### src/rtl/core/sofx_pkg.sv
// Package for the start-of-frame / length / XOR-check frame receiver.
// Holds the byte and configuration widths, register indexes, reset values and result codes.
// No dependencies; every other file of the block uses it.
package sofx_pkg;

    localparam int unsigned BYTE_W = 8;

    // Configuration port
    localparam int unsigned CFG_IDX_W  = 2;
    localparam int unsigned CFG_DATA_W = 8;

    localparam logic [CFG_IDX_W-1:0] REG_START_BYTE  = 2'd0;
    localparam logic [CFG_IDX_W-1:0] REG_MAX_LENGTH  = 2'd1;
    localparam logic [CFG_IDX_W-1:0] REG_CONNECT_OP  = 2'd2;
    localparam logic [CFG_IDX_W-1:0] REG_DISCONN_OP  = 2'd3;

    localparam logic [BYTE_W-1:0] START_BYTE_RST  = 8'hA5;
    localparam logic [BYTE_W-1:0] MAX_LENGTH_RST  = 8'd241;
    localparam logic [BYTE_W-1:0] CONNECT_OP_RST  = 8'hF0;
    localparam logic [BYTE_W-1:0] DISCONN_OP_RST  = 8'hF1;

    // Result kinds
    localparam logic [1:0] KIND_OPCODE  = 2'd0;
    localparam logic [1:0] KIND_PAYLOAD = 2'd1;
    localparam logic [1:0] KIND_END     = 2'd2;

    // Frame events reported on a good frame end
    localparam logic [1:0] EVENT_NONE       = 2'd0;
    localparam logic [1:0] EVENT_CONNECT    = 2'd1;
    localparam logic [1:0] EVENT_DISCONNECT = 2'd2;
    localparam logic [1:0] EVENT_COMMAND    = 2'd3;

endpackage

### src/rtl/core/sofx_if.sv
// Handshake channels of the frame receiver: received bytes in, results out.
// Depends on sofx_pkg for the field widths.

// Channel that carries one received byte per item.
interface sofx_rx_if;
    logic                        valid;
    logic                        ready;
    logic [sofx_pkg::BYTE_W-1:0] rx_byte;

    modport source (output valid, output rx_byte, input ready);
    modport sink   (input valid, input rx_byte, output ready);
endinterface

// Channel that carries one receiver result per item.
interface sofx_res_if;
    logic                        valid;
    logic                        ready;
    logic [1:0]                  result_kind;
    logic [sofx_pkg::BYTE_W-1:0] data_byte;
    logic                        frame_good;
    logic [1:0]                  frame_event;
    logic [sofx_pkg::BYTE_W-1:0] payload_length;
    logic                        link_up;

    modport source (output valid, output result_kind, output data_byte, output frame_good,
                    output frame_event, output payload_length, output link_up,
                    input ready);
    modport sink   (input valid, input result_kind, input data_byte, input frame_good,
                    input frame_event, input payload_length, input link_up,
                    output ready);
endinterface

### src/rtl/core/sof_length_xor_frame_receiver_unit.sv
// Frame receiver: finds start byte, 16-bit little-endian length, opcode, payload and
// XOR check byte in a byte stream. One received byte is taken per clock cycle: every
// byte is parsed in the cycle it is accepted, and its result (opcode byte, payload
// byte or end of frame) appears in the result register on the next cycle. The only
// stall comes from the result side: a new byte is accepted whenever the result
// register is empty or is being taken in the same cycle. Header bytes, ignored bytes
// and frames dropped for a bad length produce no result. Depends on sofx_pkg and sofx_if.
module sof_length_xor_frame_receiver_unit
(
    input  logic                            clk,
    input  logic                            rst_n,
    sofx_rx_if.sink                         rx,
    sofx_res_if.source                      res,
    input  logic                            cfg_we,
    input  logic [sofx_pkg::CFG_IDX_W-1:0]  cfg_index,
    input  logic [sofx_pkg::CFG_DATA_W-1:0] cfg_data
);

    typedef enum logic [5:0] {
        PH_WAIT   = 6'b000001,
        PH_LEN_LO = 6'b000010,
        PH_LEN_HI = 6'b000100,
        PH_OPCODE = 6'b001000,
        PH_BODY   = 6'b010000,
        PH_CHECK  = 6'b100000
    } phase_t;

    localparam int unsigned BW = sofx_pkg::BYTE_W;

    // Configuration registers
    logic [BW-1:0] start_byte_reg;
    logic [BW-1:0] max_length_reg;
    logic [BW-1:0] connect_op_reg;
    logic [BW-1:0] disconn_op_reg;

    // Parser state
    phase_t        phase_reg,     phase_next;
    logic [BW-1:0] length_reg,    length_next;
    logic [BW-1:0] count_reg,     count_next;
    logic [BW-1:0] xor_reg,       xor_next;
    logic [BW-1:0] opcode_reg,    opcode_next;
    logic          connected_reg, connected_next;

    // Result register
    logic          res_valid_reg,  res_valid_next;
    logic [1:0]    kind_reg,       kind_next;
    logic [BW-1:0] data_reg,       data_next;
    logic          good_reg,       good_next;
    logic [1:0]    event_reg,      event_next;
    logic [BW-1:0] plen_reg,       plen_next;
    logic          link_reg;

    logic          rx_fire;
    logic          emit;
    logic [BW-1:0] b;
    logic [BW-1:0] count_inc;
    logic          check_ok;

    // The byte is taken when the result slot is free or draining.
    assign rx.ready = !res_valid_reg || res.ready;
    assign rx_fire  = rx.valid && rx.ready;
    assign b        = rx.rx_byte;
    assign count_inc = count_reg + 8'd1;
    assign check_ok  = (b == xor_reg);

    // Configuration writes; indexes outside the list do not occur on a 2-bit index.
    always_ff @(posedge clk or negedge rst_n)
    begin
        if (!rst_n)
        begin
            start_byte_reg <= sofx_pkg::START_BYTE_RST;
            max_length_reg <= sofx_pkg::MAX_LENGTH_RST;
            connect_op_reg <= sofx_pkg::CONNECT_OP_RST;
            disconn_op_reg <= sofx_pkg::DISCONN_OP_RST;
        end
        else if (cfg_we)
        begin
            case (cfg_index)
                sofx_pkg::REG_START_BYTE: start_byte_reg <= cfg_data;
                sofx_pkg::REG_MAX_LENGTH: max_length_reg <= cfg_data;
                sofx_pkg::REG_CONNECT_OP: connect_op_reg <= cfg_data;
                sofx_pkg::REG_DISCONN_OP: disconn_op_reg <= cfg_data;
                default: ;
            endcase
        end
    end

    // Parser: next state and result for the byte being accepted.
    always_comb
    begin
        phase_next     = phase_reg;
        length_next    = length_reg;
        count_next     = count_reg;
        xor_next       = xor_reg;
        opcode_next    = opcode_reg;
        connected_next = connected_reg;
        emit           = 1'b0;
        kind_next      = sofx_pkg::KIND_OPCODE;
        data_next      = '0;
        good_next      = 1'b0;
        event_next     = sofx_pkg::EVENT_NONE;
        plen_next      = '0;

        case (phase_reg)
            PH_LEN_LO:
            begin
                length_next = b;
                phase_next  = PH_LEN_HI;
            end
            PH_LEN_HI:
            begin
                // All 16 bits count: a nonzero high byte is always too long.
                if ((b != '0) || (length_reg == '0) || (length_reg > max_length_reg))
                begin
                    phase_next = PH_WAIT;
                end
                else
                begin
                    phase_next = PH_OPCODE;
                    count_next = '0;
                end
            end
            PH_OPCODE:
            begin
                opcode_next = b;
                xor_next    = b;
                count_next  = 8'd1;
                phase_next  = (length_reg <= 8'd1) ? PH_CHECK : PH_BODY;
                emit        = 1'b1;
                kind_next   = sofx_pkg::KIND_OPCODE;
                data_next   = b;
            end
            PH_BODY:
            begin
                xor_next   = xor_reg ^ b;
                count_next = count_inc;
                if (count_inc >= length_reg)
                begin
                    phase_next = PH_CHECK;
                end
                emit      = 1'b1;
                kind_next = sofx_pkg::KIND_PAYLOAD;
                data_next = b;
            end
            PH_CHECK:
            begin
                // Connect wins when both opcodes are equal.
                if (check_ok)
                begin
                    if (opcode_reg == connect_op_reg)
                    begin
                        connected_next = 1'b1;
                        event_next     = sofx_pkg::EVENT_CONNECT;
                    end
                    else if (opcode_reg == disconn_op_reg)
                    begin
                        connected_next = 1'b0;
                        event_next     = sofx_pkg::EVENT_DISCONNECT;
                    end
                    else
                    begin
                        event_next = sofx_pkg::EVENT_COMMAND;
                    end
                end
                phase_next = PH_WAIT;
                emit       = 1'b1;
                kind_next  = sofx_pkg::KIND_END;
                good_next  = check_ok;
                plen_next  = length_reg - 8'd1;
            end
            default:
            begin
                phase_next = PH_WAIT;
                if (b == start_byte_reg)
                begin
                    phase_next = PH_LEN_LO;
                    count_next = '0;
                end
            end
        endcase
    end

    // Parser state registers advance only on an accepted byte.
    always_ff @(posedge clk or negedge rst_n)
    begin
        if (!rst_n)
        begin
            phase_reg     <= PH_WAIT;
            length_reg    <= '0;
            count_reg     <= '0;
            xor_reg       <= '0;
            opcode_reg    <= '0;
            connected_reg <= 1'b0;
        end
        else if (rx_fire)
        begin
            phase_reg     <= phase_next;
            length_reg    <= length_next;
            count_reg     <= count_next;
            xor_reg       <= xor_next;
            opcode_reg    <= opcode_next;
            connected_reg <= connected_next;
        end
    end

    // Result register valid: loaded by a byte that gives a result, cleared when taken.
    assign res_valid_next = rx_fire ? emit : (res_valid_reg && !res.ready);

    always_ff @(posedge clk or negedge rst_n)
    begin
        if (!rst_n)
        begin
            res_valid_reg <= 1'b0;
        end
        else
        begin
            res_valid_reg <= res_valid_next;
        end
    end

    // Result payload.
    always_ff @(posedge clk)
    begin
        if (rx_fire && emit)
        begin
            kind_reg  <= kind_next;
            data_reg  <= data_next;
            good_reg  <= good_next;
            event_reg <= event_next;
            plen_reg  <= plen_next;
            link_reg  <= connected_next;
        end
    end

    assign res.valid          = res_valid_reg;
    assign res.result_kind    = kind_reg;
    assign res.data_byte      = data_reg;
    assign res.frame_good     = good_reg;
    assign res.frame_event    = event_reg;
    assign res.payload_length = plen_reg;
    assign res.link_up        = link_reg;

`ifndef NO_ASSERTIONS
    // Byte results carry no end-of-frame information.
    assert property (@(posedge clk) disable iff (!rst_n)
        (res.valid && (res.result_kind != sofx_pkg::KIND_END)) |->
        (!res.frame_good && (res.frame_event == sofx_pkg::EVENT_NONE)
         && (res.payload_length == '0)))
    else $error("byte result carries frame end fields");

    // The link flag only changes on an accepted check byte.
    assert property (@(posedge clk) disable iff (!rst_n)
        (connected_reg != $past(connected_reg)) |->
        ($past(rx_fire) && ($past(phase_reg) == PH_CHECK)))
    else $error("link flag changed outside a frame end");

    // The body count stays below the frame length while payload is expected.
    assert property (@(posedge clk) disable iff (!rst_n)
        (phase_reg == PH_BODY) |-> (count_reg < length_reg))
    else $error("body count reached frame length in body phase");
`endif

endmodule

### src/flat_wrapper.sv
// flat-port wrapper written by rule: the top's interface ports become plain ports
module sof_length_xor_frame_receiver_unit_flat 
  (clk, rst_n, cfg_we, cfg_index, cfg_data, rx_valid, rx_rx_byte, rx_ready, res_valid, res_result_kind, res_data_byte, res_frame_good, res_frame_event, res_payload_length, res_link_up, res_ready);
  sofx_rx_if rx_i ();
  sofx_res_if res_i ();
  input  logic clk;
  input  logic rst_n;
  input  logic cfg_we;
  input  logic [sofx_pkg::CFG_IDX_W-1:0] cfg_index;
  input  logic [sofx_pkg::CFG_DATA_W-1:0] cfg_data;
  input wire logic [$bits(rx_i.valid)-1:0] rx_valid;
  input wire logic [$bits(rx_i.rx_byte)-1:0] rx_rx_byte;
  output wire logic [$bits(rx_i.ready)-1:0] rx_ready;
  output wire logic [$bits(res_i.valid)-1:0] res_valid;
  output wire logic [$bits(res_i.result_kind)-1:0] res_result_kind;
  output wire logic [$bits(res_i.data_byte)-1:0] res_data_byte;
  output wire logic [$bits(res_i.frame_good)-1:0] res_frame_good;
  output wire logic [$bits(res_i.frame_event)-1:0] res_frame_event;
  output wire logic [$bits(res_i.payload_length)-1:0] res_payload_length;
  output wire logic [$bits(res_i.link_up)-1:0] res_link_up;
  input wire logic [$bits(res_i.ready)-1:0] res_ready;
  assign rx_i.valid = rx_valid;
  assign rx_i.rx_byte = rx_rx_byte;
  assign rx_ready = rx_i.ready;
  assign res_valid = res_i.valid;
  assign res_result_kind = res_i.result_kind;
  assign res_data_byte = res_i.data_byte;
  assign res_frame_good = res_i.frame_good;
  assign res_frame_event = res_i.frame_event;
  assign res_payload_length = res_i.payload_length;
  assign res_link_up = res_i.link_up;
  assign res_i.ready = res_ready;
  sof_length_xor_frame_receiver_unit u_core (.clk(clk), .rst_n(rst_n), .rx(rx_i), .res(res_i), .cfg_we(cfg_we), .cfg_index(cfg_index), .cfg_data(cfg_data));
endmodule
### config.mk
export PLATFORM = sky130hd
export DESIGN_NAME = sof_length_xor_frame_receiver_unit_flat
export DESIGN_NICKNAME = d
export VERILOG_FILES = /design/src/rtl/core/sofx_pkg.sv /design/src/rtl/core/sofx_if.sv /design/src/rtl/core/sof_length_xor_frame_receiver_unit.sv /design/src/flat_wrapper.sv
export SDC_FILE = /design/constraint.sdc
export NUM_CORES = 1
export LEC_CHECK = 0
export BUFFER_PORTS_ARGS = -buffer_cell sky130_fd_sc_hd__buf_2
export CORE_MARGIN = 4
export CORE_UTILIZATION = 24
export DETAILED_ROUTE_END_ITERATION = 7
export PLACE_DENSITY = 0.44
export RECOVER_POWER = 50
export SLEW_MARGIN = 20
export SYNTH_ARGS = -nofsm -noshare
export SYNTH_HDL_FRONTEND = slang
export SYNTH_SLANG_ARGS = --single-unit
export TNS_END_PERCENT = 10
### constraint.sdc
create_clock -name clk -period 4.1 [get_ports clk]
set_input_delay 0.205 -clock clk [delete_from_list [all_inputs] [get_ports clk]]
set_output_delay 0.205 -clock clk [all_outputs]
set_load 0.005 [all_outputs]
# --- After elaboration in Yosys (flattened, before gate mapping) ---
# Cells that the tools add are included.
# W data, S select, Z words.
op_classes:
  eq_ne: 14
  n_addsub: 2
  n_reduce_logical: 27
  mux: 18
  magnitude_cmp: 3
  n_bitwise: 4
ops:
  columns: ["cell", "n"]
  rows:
  - ["$eq A8 B8 Y1", 4]
  - ["$pmux W8 S4", 1]
  - ["$pmux W6 S5", 1]
  - ["$reduce_and A2 Y1", 9]
  - ["$mux W8", 2]
  - ["$pmux W8 S2", 1]
  - ["$mux W6", 2]
  - ["$add A8 B1 Y8 const B", 1]
  - ["$ge A8 B8 Y1", 1]
  - ["$gt A8 B8 Y1", 1]
  - ["$le A8 B1 Y1 const B", 1]
  - ["$logic_not A8 Y1", 1]
  - ["$mux W1", 8]
  - ["$reduce_bool A8 Y1", 1]
  - ["$sub A8 B1 Y8 const B", 1]
  - ["$xor A8 B8 Y8", 1]
  - ["$eq A6 B2 Y1 const B", 1]
  - ["$eq A6 B3 Y1 const B", 1]
  - ["$eq A6 B4 Y1 const B", 1]
  - ["$eq A6 B5 Y1 const B", 1]
  - ["$eq A6 B6 Y1 const B", 1]
  - ["$reduce_or A3 Y1", 2]
  - ["$eq A2 B2 Y1 const B", 2]
  - ["$mux W4", 1]
  - ["other kinds (14)", 22]
totals:
  inputBits: 23
  register_bits: 94
  output_inout_bits: 24
  elab_cells: 86

# --- Logic depth before layout (Yosys ltp) ---
# Gate-level depths: netlist of run 1.
logic_depth:
  depth_word: 5
  mapped_depth: 11
  ltp_nobuf: 10

# --- Worst setup path before layout of run 1 ---
# OpenSTA, ideal clock, no wires.
synth_timing:
  path_type: "flip-flop to flip-flop"
  start: "register u_core.phase_reg[1]"
  end: "register u_core.data_reg[0], in the netlist u_core.res.data_byte[0], enable pin"
  n_path_buf: 0
  stages_incl_launch_ff: 5
  setup_time_ns: 0.401
  arrival_time_ns: 2.242
  period_less_slack_ns: 2.643
  required_ns: 3.699
  setup_slack_ns: 1.457
  path_cell_list: "dfrtp_1 > or3_1 > nor3_1 > nor2_1 > nor2_1"
synth_between:
  elab_chain_len: 4
  elab_cells_between_ends: 6
  classes_between: "3 x eq/ne; 1 x mux; 2 x reduce/logical"
synth_rtl:
  columns: ["item", "line_no", "source"]
  rows:
  - ["from (decl)", "sof_length_xor_frame_receiver_unit.sv:37", "phase_t phase_reg, phase_next;"]
  - ["from (signal assigned)", "sof_length_xor_frame_receiver_unit.sv:197", "phase_reg <= phase_next;"]
  - ["$eq A6 B4 Y1 (tied with other cells)", "sof_length_xor_frame_receiver_unit.sv:104", "case (phase_reg)"]
  - ["$reduce_or A3 Y1 (no source line) (*)", null, null]
  - ["$mux W1 (*)", "sof_length_xor_frame_receiver_unit.sv:104", null]
  - ["$logic_and A1 B1 Y1 (*)", "sof_length_xor_frame_receiver_unit.sv:224", "if (rx_fire && emit)"]
  - ["to (signal assigned)", "sof_length_xor_frame_receiver_unit.sv:227", "data_reg <= data_next;"]
  - ["to (decl)", "sof_length_xor_frame_receiver_unit.sv:47", "logic [BW-1:0] data_reg, data_next;"]
# Mark *: on every way between the ends. The rest lies on a longest branch, timed or not.
# A chain may end at the register's enable or synchronous reset.

==> metrics.cfg, run 1 <==
[outcome]
outcome = finished, violations left
violations = max-capacitance violations, max-slew violations

[yosys]
yosysSeqAreaShare_pct = 51.5
synth_edf_count = 22
synth.distinct_cells = 52
synth_xor_area_share_pct = 7.80
netlist_area_mm2 = 0.00483
synth-seq-cells = 94
synth_mux_area_share_pct = 13.0
synth_top_cell_area_share_pct = 27.5
synth_top_family_by_area = simple AND/OR/NAND/NOR gates
synth-main-ff-cell = dfrtp_1
syn_area_per_cell_um2 = 11.6
synth_area_leaders = dfrtp_1 27%, edfxtp_1 14%, mux2_2 11%
synth.yosys.warnings = 0
synth_top_cell_by_area = dfrtp_1
syn_nets = 460
synth-simple-area-share_pct = 13.6
async_flop_share_pct = 76.6
syn_inst = 418
synthAdderAreaFrac_pct = 4.92
synth_compound_area_share_pct = 6.24

[critical_path]
critical_path_arrival_ns = 3.02
timing.critical_path.buf_inv = 3
crit_type = primary input to asynchronous set/reset pin
crit-reg2reg-launch = u_core.length_reg[0]
r2r_end = u_core.count_reg[0]
rr_worst_depth = 8
crit_fanout = 45
critPathRequiredTime_ns = 4.41
start_kind = primary input
critPathCaptureType = asynchronous set/reset pin
cp_top_family = buffers and inverters
critPathMaxStageDelay_ns = 1.21
reg2reg_slack_ns = 1.51
path_cells = dlygate4sd3_1, clkbuf_1, clkbuf_2
crit_path_top_delay_cell = clkbuf_1

[global_routing]
antenna_found_initial = 0
met3_usage_pct = 2.70
grt_start_max_net_pins = 46
grt_pass1_wl_mm = 18.6
met1_usage_pct = 15.0
grt_overflow = 0
grt.met2_usage_pct = 16.7
top_usage_layer = met2
grt_pass1_vias = 3297
track_usage_pct = 11.0

[timing]
max_freq_mhz = 369
drv_slew = 29
fin_crit_ns = 2.71
finalCritPeriodShare_pct = 66.1
fin_worst_skew_ns = 0.00944
setup_ws_ns = 1.39
setup_violations = 0
setup_tns_ns = 0
final_hold_viol_count = 0
slew_headroom_pct = -12.8
rsz0062_at_grt = no
worst_pin_slew_ns = 1.69

[placed_design]
portBuffers = 46
dp_slack_ns = 1.55
place_congestion = 0.788
post-dp-hpwl_mm = 8.46

[die]
rows = 51
start_util_pct = 24.6
dieArea_mm2 = 0.0225
die_h_um = 150
design.core.area_mm2 = 0.0197
io_pins = 47
die_width_um = 150

[power]
ir_worst_vdd_mv = 0.176
cellPowerDensity_mw_per_mm2 = 413
cellLeakagePower_nw = 2.32

[final_layout]
diodes = 0
area_growth_syn_to_layout_pct = 16.5
drive_above_1_share_pct = 26.3
fin_util_pct = 28.6
layout.nets = 508

[flow_run]
drv_cap = 1

[clocking]
htree_levels = 3
clkLatencyLatePin_ns = 0.36
clockBufferDepth = 2
numCtsBuffers = 9
cts_tree = built
cts_root_buf = clkbuf_16
cts_setup_buffers = 0
clkSinkCount = 94
clk_pin_slew_worst_paths_ns = 0.08

[detailed_routing]
viasPerCell = 4.42
first_pass_iters = 7
drt-total-wl_mm = 11.7
vias = 3252
drcViolationCount = 0
wl_per_cell_um = 15.9
drt_iter0_drc = 204
ant_nets = 0

[min_path]
holdPathEnd = u_core.connect_op_reg[1]
hp-class = primary input to flop
hold_start = cfg_data[1]
worstHoldPathCells = 2

## cells by family after synthesis
logic type,count (synthesis)
AO/OA/AOI/OAI,41
XOR/XNOR,43
adder cells (fa/ha/maj),19
buffers and inverters,38
flip-flops,94
multiplexers,56
AND/OR/NAND/NOR,127
## final cells by class
type | instances | area, µm²
multi-input combinational | 286 | 2200
fill | 2057 | 14000
clock buffer | 9 | 225
clock inverter | 7 | 60.1
tap | 265 | 332
inverter | 25 | 93.8
sequential | 94 | 2490
timing repair buffer | 50 | 231
## worst max-delay path by stage
stage / from / cells past startpoint / endpoint / slack, ns
after global placement: u_core.length_reg[0] / 8 / u_core.count_reg[0] / 1.53
final: rst_n / 3 / u_core.xor_reg[2] / 1.39
after global routing: rst_n / 3 / u_core.xor_reg[3] / 0.83
after detailed placement: u_core.length_reg[0] / 8 / u_core.count_reg[0] / 1.55
after floorplan: u_core.phase_reg[1] / 4 / u_core.res.data_byte[0] / 1.46
after CTS: u_core.length_reg[0] / 8 / u_core.count_reg[0] / 1.52
## cells in the mapped netlist (5+ instances only)
cell      number
clkbuf_1      12
nor2_1        36
nor3_1        16
a21oi_1       13
mux2_2        49
edfxtp_1      22
nor4_1         7
nand3_1        6
inv_1         24
dfrtp_1       53
o21ai_0        9
mux2i_1        5
xor2_1        18
dfstp_2       19
nand2_1       23
ha_1          19
and2_1         8
xnor2_1       25
nand4_1        9
## where the power goes
group | internal [mW] | switching (mW) | total (mW)
clock | 0.427 | 0.411 | 0.837
combinational | 0.169 | 0.177 | 0.347
sequential | 1.07 | 0.0720 | 1.14
total | 1.67 | 0.660 | 2.33
## layout by cell type, fill, tap and decap left out, types with 2 or more instances in the layout
master and n:
inv_4 2, inv_8 3, mux2i_1 5, or2_2 2, nor2_2 2, xor2_1 18, o21ai_0 9, ha_1 19
edfxtp_1 22, a21oi_1 13, or3_1 3, xnor2_1 25, o31ai_1 2, nand2b_1 2, nand2_1 23, dfrtp_1 53
clkbuf_16 9, nor3_1 16, and2_1 3, nor4_1 7, mux2_2 49, and2_0 5, nor2_1 35, nand3b_1 2
nand4b_1 4, a21o_1 4, nand4_1 9, buf_2 26, inv_1 24, nand3_1 6, clkbuf_1 21, dfstp_2 18
## stage by stage
| stage | instances | cell area, µm² | total power [mW] | hold slack [ns] |
|---|---|---|---|---|
| after detailed placement | 719 | 5370 | 1.51 | 0.312 |
| after floorplan | 418 | 4830 | 1.40 | -0.0906 |
| after global routing | 736 | 5630 | 2.45 | 0.137 |
| final | 736 | 5630 | 2.33 | 0.135 |
| after CTS | 736 | 5660 | 2.36 | 0.136 |
| after global placement | 719 | 5370 | 1.50 | 0.308 |
## routing by layer
layer  part of all wire (%)  routed length [µm]
met5                      0                   0
met4                    2.0                 229
met3                    4.4                 515
met2                     44                5190
met1                     49                5740
## timing repair
item                      in CTS  in global routing
hold buffers                   1                  0
hold endpoints to repair      20                  0
resized for setup              0                  0
(Power assumes the default switching activity.)
==> run 2, diff against run 1 <==
--- a/config.mk
+++ b/config.mk
@@ -5,6 +5,7 @@
 export SDC_FILE = /design/constraint.sdc
 export NUM_CORES = 1
 export LEC_CHECK = 0
+export ABC_AREA = 1
 export BUFFER_PORTS_ARGS = -buffer_cell sky130_fd_sc_hd__buf_2
 export CORE_MARGIN = 4
 export CORE_UTILIZATION = 24
==> constraint.sdc (replaced) <==
create_clock -name clk -period 2.8 [get_ports clk]
set_input_delay 0.14 -clock clk [delete_from_list [all_inputs] [get_ports clk]]
set_output_delay 0.14 -clock clk [all_outputs]
set_load 0.005 [all_outputs]
==> run 2 against run 1 <==
- the run still ends with max-capacitance violations, max-slew violations left
- routed wire length up 7.5%
- sequential cell count unchanged
- design area up 1.9%
- global-route usage up 0.70 points
- utilization down 0.29 points
- synthesized cell count up 36%
- clock skew down 0.0017 ns
- largest power group unchanged
==> metrics.cfg, run 2 <==
[outcome]
outcome = finished, violations left
violations = max-capacitance violations, max-slew violations

[detailed_routing]
ant_nets = 0
drt-total-wl_mm = 12.6
wl_per_cell_um = 14.0
drt_iter0_drc = 246
vias = 3861
drcViolationCount = 0
first_pass_iters = 5
viasPerCell = 4.29

[global_routing]
grt.met2_usage_pct = 18.6
top_usage_layer = met2
antenna_found_initial = 0
track_usage_pct = 11.7
grt_pass1_vias = 3851
grt_start_max_net_pins = 31
met1_usage_pct = 15.5
met3_usage_pct = 3.02
grt_overflow = 0
grt_pass1_wl_mm = 20.3

[power]
cellPowerDensity_mw_per_mm2 = 624
ir_worst_vdd_mv = 0.287
cellLeakagePower_nw = 2.64

[critical_path]
critPathRequiredTime_ns = 3.10
crit_fanout = 8
critical_path_arrival_ns = 2.66
critPathCaptureType = flop
path_cells = ha_1, nand2_1, inv_1, nand4_1, xor2_1, inv_1, ha_1, nand2_1, nor2_1, nand4_1, nand4_4, nand2_4, nor2_1, nand2_1, nand2_1
crit_path_top_delay_cell = dfrtp_1
timing.critical_path.buf_inv = 2
start_kind = flop
crit_start = u_core.count_reg[0]
critPathMaxStageDelay_ns = 0.43
cp_top_family = simple AND/OR/NAND/NOR gates
crit-reg2reg-launch = u_core.count_reg[0]
crit_type = flop to flop
cpMostUsedCell = nand2_1

[yosys]
synth-main-ff-cell = dfrtp_1
syn_area_per_cell_um2 = 8.64
synth_edf_count = 22
netlist_area_mm2 = 0.00492
synth-seq-cells = 94
synth_area_leaders = dfrtp_1 27%, edfxtp_1 13%, nand2_1 11%
synth_top_cell_by_area = dfrtp_1
synth.yosys.warnings = 0
syn_inst = 570
synth.distinct_cells = 36
yosysSeqAreaShare_pct = 50.5
yosysMostFrequentCell = nand2_1
syn_nets = 612
synth_top_cell_area_share_pct = 26.9
async_flop_share_pct = 76.6
synth_common_cells = 143 x nand2_1, 64 x nor2_1, 59 x inv_1

[timing]
setup_violations = 0
worst_pin_slew_ns = 1.79
slew_headroom_pct = -19.4
drv_slew = 31
setup_tns_ns = 0
rsz0062_at_grt = no
finalCritPeriodShare_pct = 84.1
max_freq_mhz = 425
fin_worst_skew_ns = 0.00773
fin_crit_ns = 2.35
final_hold_viol_count = 0

[final_layout]
mostFrequentLayoutCells = 143 x nand2_1, 66 x nor2_1, 59 x inv_1
fin_util_pct = 28.3
fillCellCount = 2167
mostFrequentLayoutCell = nand2_1
drive_above_1_share_pct = 13.8
layout.nets = 666
diodes = 0
area_growth_syn_to_layout_pct = 16.5

[die]
die_h_um = 151
start_util_pct = 24.3
die_width_um = 151
design.core.area_mm2 = 0.0202
io_pins = 47
rows = 52
dieArea_mm2 = 0.0229

[clocking]
clkLatencyLatePin_ns = 0.36
htree_levels = 3
cts_tree = built
cts_setup_buffers = 0
clk_pin_slew_worst_paths_ns = 0.07
numCtsBuffers = 9
clkSinkCount = 94
clockBufferDepth = 2
cts_root_buf = clkbuf_16

[placed_design]
place_congestion = 0.767
post-dp-hpwl_mm = 9.51
portBuffers = 46

[flow_run]
drv_cap = 1

[min_path]
hp-class = primary input to flop
hold_start = res_ready

-- run 2: power breakdown --
group | internal, mW | total (mW) | switching [mW] | leakage [nW]
clock network | 0.621 | 1.21 | 0.589 | 0.139
registers | 1.57 | 1.69 | 0.127 | 1.09
logic | 0.260 | 0.678 | 0.419 | 1.41
total | 2.45 | 3.58 | 1.13 | 2.64
-- run 2: final cells by class --
cell class / instances / area (µm²) / area share (%)
well taps: 270 / 338 / 5.89
inverters: 67 / 255 / 4.45
clock buffers: 9 / 225 / 3.93
multi-input cells: 400 / 2120 / 37.0
repair buffers: 52 / 245 / 4.28
clock inverters: 7 / 62.6 / 1.09
flip-flops and latches: 94 / 2490 / 43.3
-- run 2: worst reg2reg max path, stage by stage, from the launching register on --
cell	delay, ns
dfrtp_1	0.43
ha_1	0.23
nand2_1	0.10
inv_1	0.07
nand4_1	0.10
xor2_1	0.19
inv_1	0.08
ha_1	0.27
nand2_1	0.06
nor2_1	0.15
nand4_1	0.16
nand4_4	0.13
nand2_4	0.08
nor2_1	0.13
nand2_1	0.07
nand2_1	0.05
-- run 2: metrics by stage --
step	std cells	total power [mW]	instance area, µm²	setup slack [ns]	hold WS [ns]
3_5_place_dp	882	2.41	5480	0.470	0.261
2_1_floorplan	570	2.19	4920	0.708	-0.156
4_1_cts	899	3.66	5780	0.445	0.0639
5_1_grt	899	3.84	5740	0.117	0.104
6_report	899	3.58	5740	0.446	0.0823
3_3_place_gp	882	2.39	5480	0.571	0.241
-- run 2: routing by layer --
layer  wire (µm)  part of all wire, %  vias up
met2        5930                   47       69
li1            -                    -     1950
met3         468                  3.7       12
met1        5910                   47     1830
met4         235                  1.9        0
met5           0                    0        -
-- run 2: worst paths after layout --
kind,slack [ns],cells after the start,to
min in group asynchronous,0.79,2,u_core.res.valid
setup reg to reg,0.45,15,u_core.phase_reg[0]
max in group asynchronous,0.58,3,u_core.disconn_op_reg[3]
setup / recovery,0.45,15,u_core.phase_reg[0]
hold reg to reg,0.49,2,u_core.connected_reg
hold / removal,0.08,4,u_core.res.valid
-- run 2: cell families after synthesis --
| kind of cell | after synthesis | share of synthesized area, % |
|---|---|---|
| AOI/OAI and AO/OA | 87 | 9.51 |
| xor gates and xnor gates | 31 | 5.52 |
| adders and majority gates | 19 | 4.83 |
| buffers and inverters | 76 | 6.15 |
| DFF | 94 | 50.5 |
| and+or+nand+nor | 263 | 23.5 |
-- run 2: what timing repair did --
item / in CTS / in global routing
endpoints found under the hold margin: 27 / 0
gates resized for setup: 0 / 0
hold buffers: 1 / 0
==> run 3, diff against run 2 <==
--- a/config.mk
+++ b/config.mk
@@ -10,7 +10,7 @@
 export CORE_MARGIN = 4
 export CORE_UTILIZATION = 24
 export DETAILED_ROUTE_END_ITERATION = 7
-export PLACE_DENSITY = 0.44
+export PLACE_DENSITY = 0.45
 export RECOVER_POWER = 50
 export SLEW_MARGIN = 20
 export SYNTH_ARGS = -nofsm -noshare
==> constraint.sdc (replaced) <==
create_clock -name clk -period 1.98 [get_ports clk]
set_input_delay 0.099 -clock clk [delete_from_list [all_inputs] [get_ports clk]]
set_output_delay 0.099 -clock clk [all_outputs]
set_load 0.005 [all_outputs]
==> run 3 against run 2 <==
- the run ends with negative setup slack left
- first-iteration DRC count is 17% lower
- sequential share of layout area shrank 2.0 points
- clock skew grew 0.0047 ns
- clock power is 48% higher
- sequential power grew 41%
- critical path type unchanged
- critical endpoint is now u_core.phase_reg[4]
==> metrics.cfg, run 3 (same netlist as run 2, synthesis figures left out) <==
[global_routing]
antenna_found_initial = 0
track_usage_pct = 11.5
grt_overflow = 0
grt_start_max_net_pins = 29
grt_pass1_vias = 3919
grt_pass1_wl_mm = 20.2

[flow_run]
drv_cap = 0

[min_path]
hold_start = res_ready
worstHoldPathCells = 4
holdPathEnd = u_core.res.valid
hp-class = primary input to flop

[clocking]
numCtsBuffers = 9
cts_tree = built
clkSinkCount = 94
clockBufferDepth = 2
clkLatencyLatePin_ns = 0.35
cts_root_buf = clkbuf_16
clk_pin_slew_worst_paths_ns = 0.07
htree_levels = 3

[detailed_routing]
ant_nets = 0
viasPerCell = 4.21
wl_per_cell_um = 13.7
drt-total-wl_mm = 12.6
drt_iter0_drc = 204
first_pass_iters = 5
vias = 3868
drcViolationCount = 0

[timing]
setup_violations = 29
setup_ws_ns = -0.298
hold_ws_ns = 0.0391
fin_crit_ns = 2.28
fin_worst_skew_ns = 0.0124
worst_pin_slew_ns = 0.791
slew_headroom_pct = 47.3
max_freq_mhz = 439
drv_slew = 0
rsz0062_at_grt = yes
final_hold_viol_count = 0
finalCritPeriodShare_pct = 115
setup_tns_ns = -3.03

[final_layout]
mostFrequentLayoutCells = 138 x nand2_1, 61 x nor2_1, 58 x inv_1
mostFrequentLayoutCell = nand2_1
stdcell_area_mm2 = 0.00602
area_growth_syn_to_layout_pct = 22.2
fillCellCount = 2151
drive_above_1_share_pct = 18.6
diodes = 0
layoutNonFillerInstCount = 919
layout.nets = 686

[critical_path]
critical_path_arrival_ns = 2.56
crit-reg2reg-launch = u_core.count_reg[0]
rr_worst_depth = 15
start_kind = flop
critPathRequiredTime_ns = 2.26
crit_type = flop to flop
crit_fanout = 8
reg2reg_slack_ns = -0.30
r2r_end = u_core.phase_reg[4]
crit_start = u_core.count_reg[0]
critPathCaptureType = flop

[die]
die_width_um = 151
rows = 52
design.core.area_mm2 = 0.0202
dieArea_mm2 = 0.0229
start_util_pct = 24.3
io_pins = 47
die_h_um = 151

[placed_design]
dp_slack_ns = -0.212
place_congestion = 0.782
dp_cells = 898
portBuffers = 46
postPlaceCellArea_mm2 = 0.00565
post-dp-hpwl_mm = 9.53

[outcome]
violations = negative setup slack
outcome = finished, violations left

[power]
ir_worst_vdd_mv = 0.377
cellPowerDensity_mw_per_mm2 = 871
cellLeakagePower_nw = 2.78

-- run 3: routing by layer --
| layer | share of wire [%] | vias up | GRT usage [%] |
|---|---|---|---|
| met2 | 47 | 46 | 18.6 |
| met3 | 2.1 | 21 | 2.36 |
| met1 | 48 | 1824 | 15.3 |
| met4 | 2.3 | 0 | 3.99 |
| li1 | - | 1977 | - |
| met5 | 0 | - | 0 |
-- run 3: worst max path at each step --
| stage | end | slack (ns) | cells after the start |
|---|---|---|---|
| final | u_core.phase_reg[4] | -0.30 | 15 |
| after global routing | u_core.phase_reg[4] | -0.46 | 15 |
| after global placement | u_core.phase_reg[5] | -0.13 | 15 |
| after CTS | u_core.phase_reg[4] | -0.22 | 15 |
| after detailed placement | u_core.phase_reg[4] | -0.21 | 15 |
| after floorplan | u_core.phase_reg[5] | -0.04 | 15 |
-- run 3: timing repair --
action,4_1_cts,5_1_grt
resized for setup,3,14
endpoints found under the hold margin,25,0
setup buffers,1,3
hold buffers,1,0
endpoints found under the setup margin,6,14
pin swaps,9,12
-- run 3: power by group --
| part | switching, mW | leakage (nW) | internal, mW |
|---|---|---|---|
| logic | 0.646 | 1.55 | 0.422 |
| clock network | 0.800 | 0.140 | 0.994 |
| registers | 0.172 | 1.08 | 2.21 |
-- run 3: through the flow --
step	util [%]	power (mW)
after floorplan	-	3.09
after global placement	27.9	3.41
after detailed placement	27.9	3.46
after CTS	29.6	5.29
after global routing	29.7	5.60
final	29.7	5.24
-- run 3: worst max-delay path, cell delays in order (launching register included) --
cell and delay (ns):
dfrtp_1 0.39, buf_4 0.13, nand3_2 0.09, nor3b_4 0.26, buf_4 0.15, buf_4 0.09, nor2_1 0.04, ha_1 0.30
nand2_1 0.09, nor2_4 0.12, nand4_1 0.15, nand4_4 0.11, nand2_4 0.10, inv_4 0.09, nand2_2 0.05, o21ai_2 0.05
-- run 3: final cells by class --
cell class / count / area [µm²] / share of cell area (%)
Clock buffer: 9 / 225 / 3.74
Clock inverter: 7 / 81.3 / 1.35
Inverter: 67 / 259 / 4.30
Multi-Input combinational cell: 400 / 2220 / 36.9
Sequential cell: 94 / 2490 / 41.3
Tap cell: 270 / 338 / 5.61
Timing Repair Buffer: 72 / 409 / 6.80
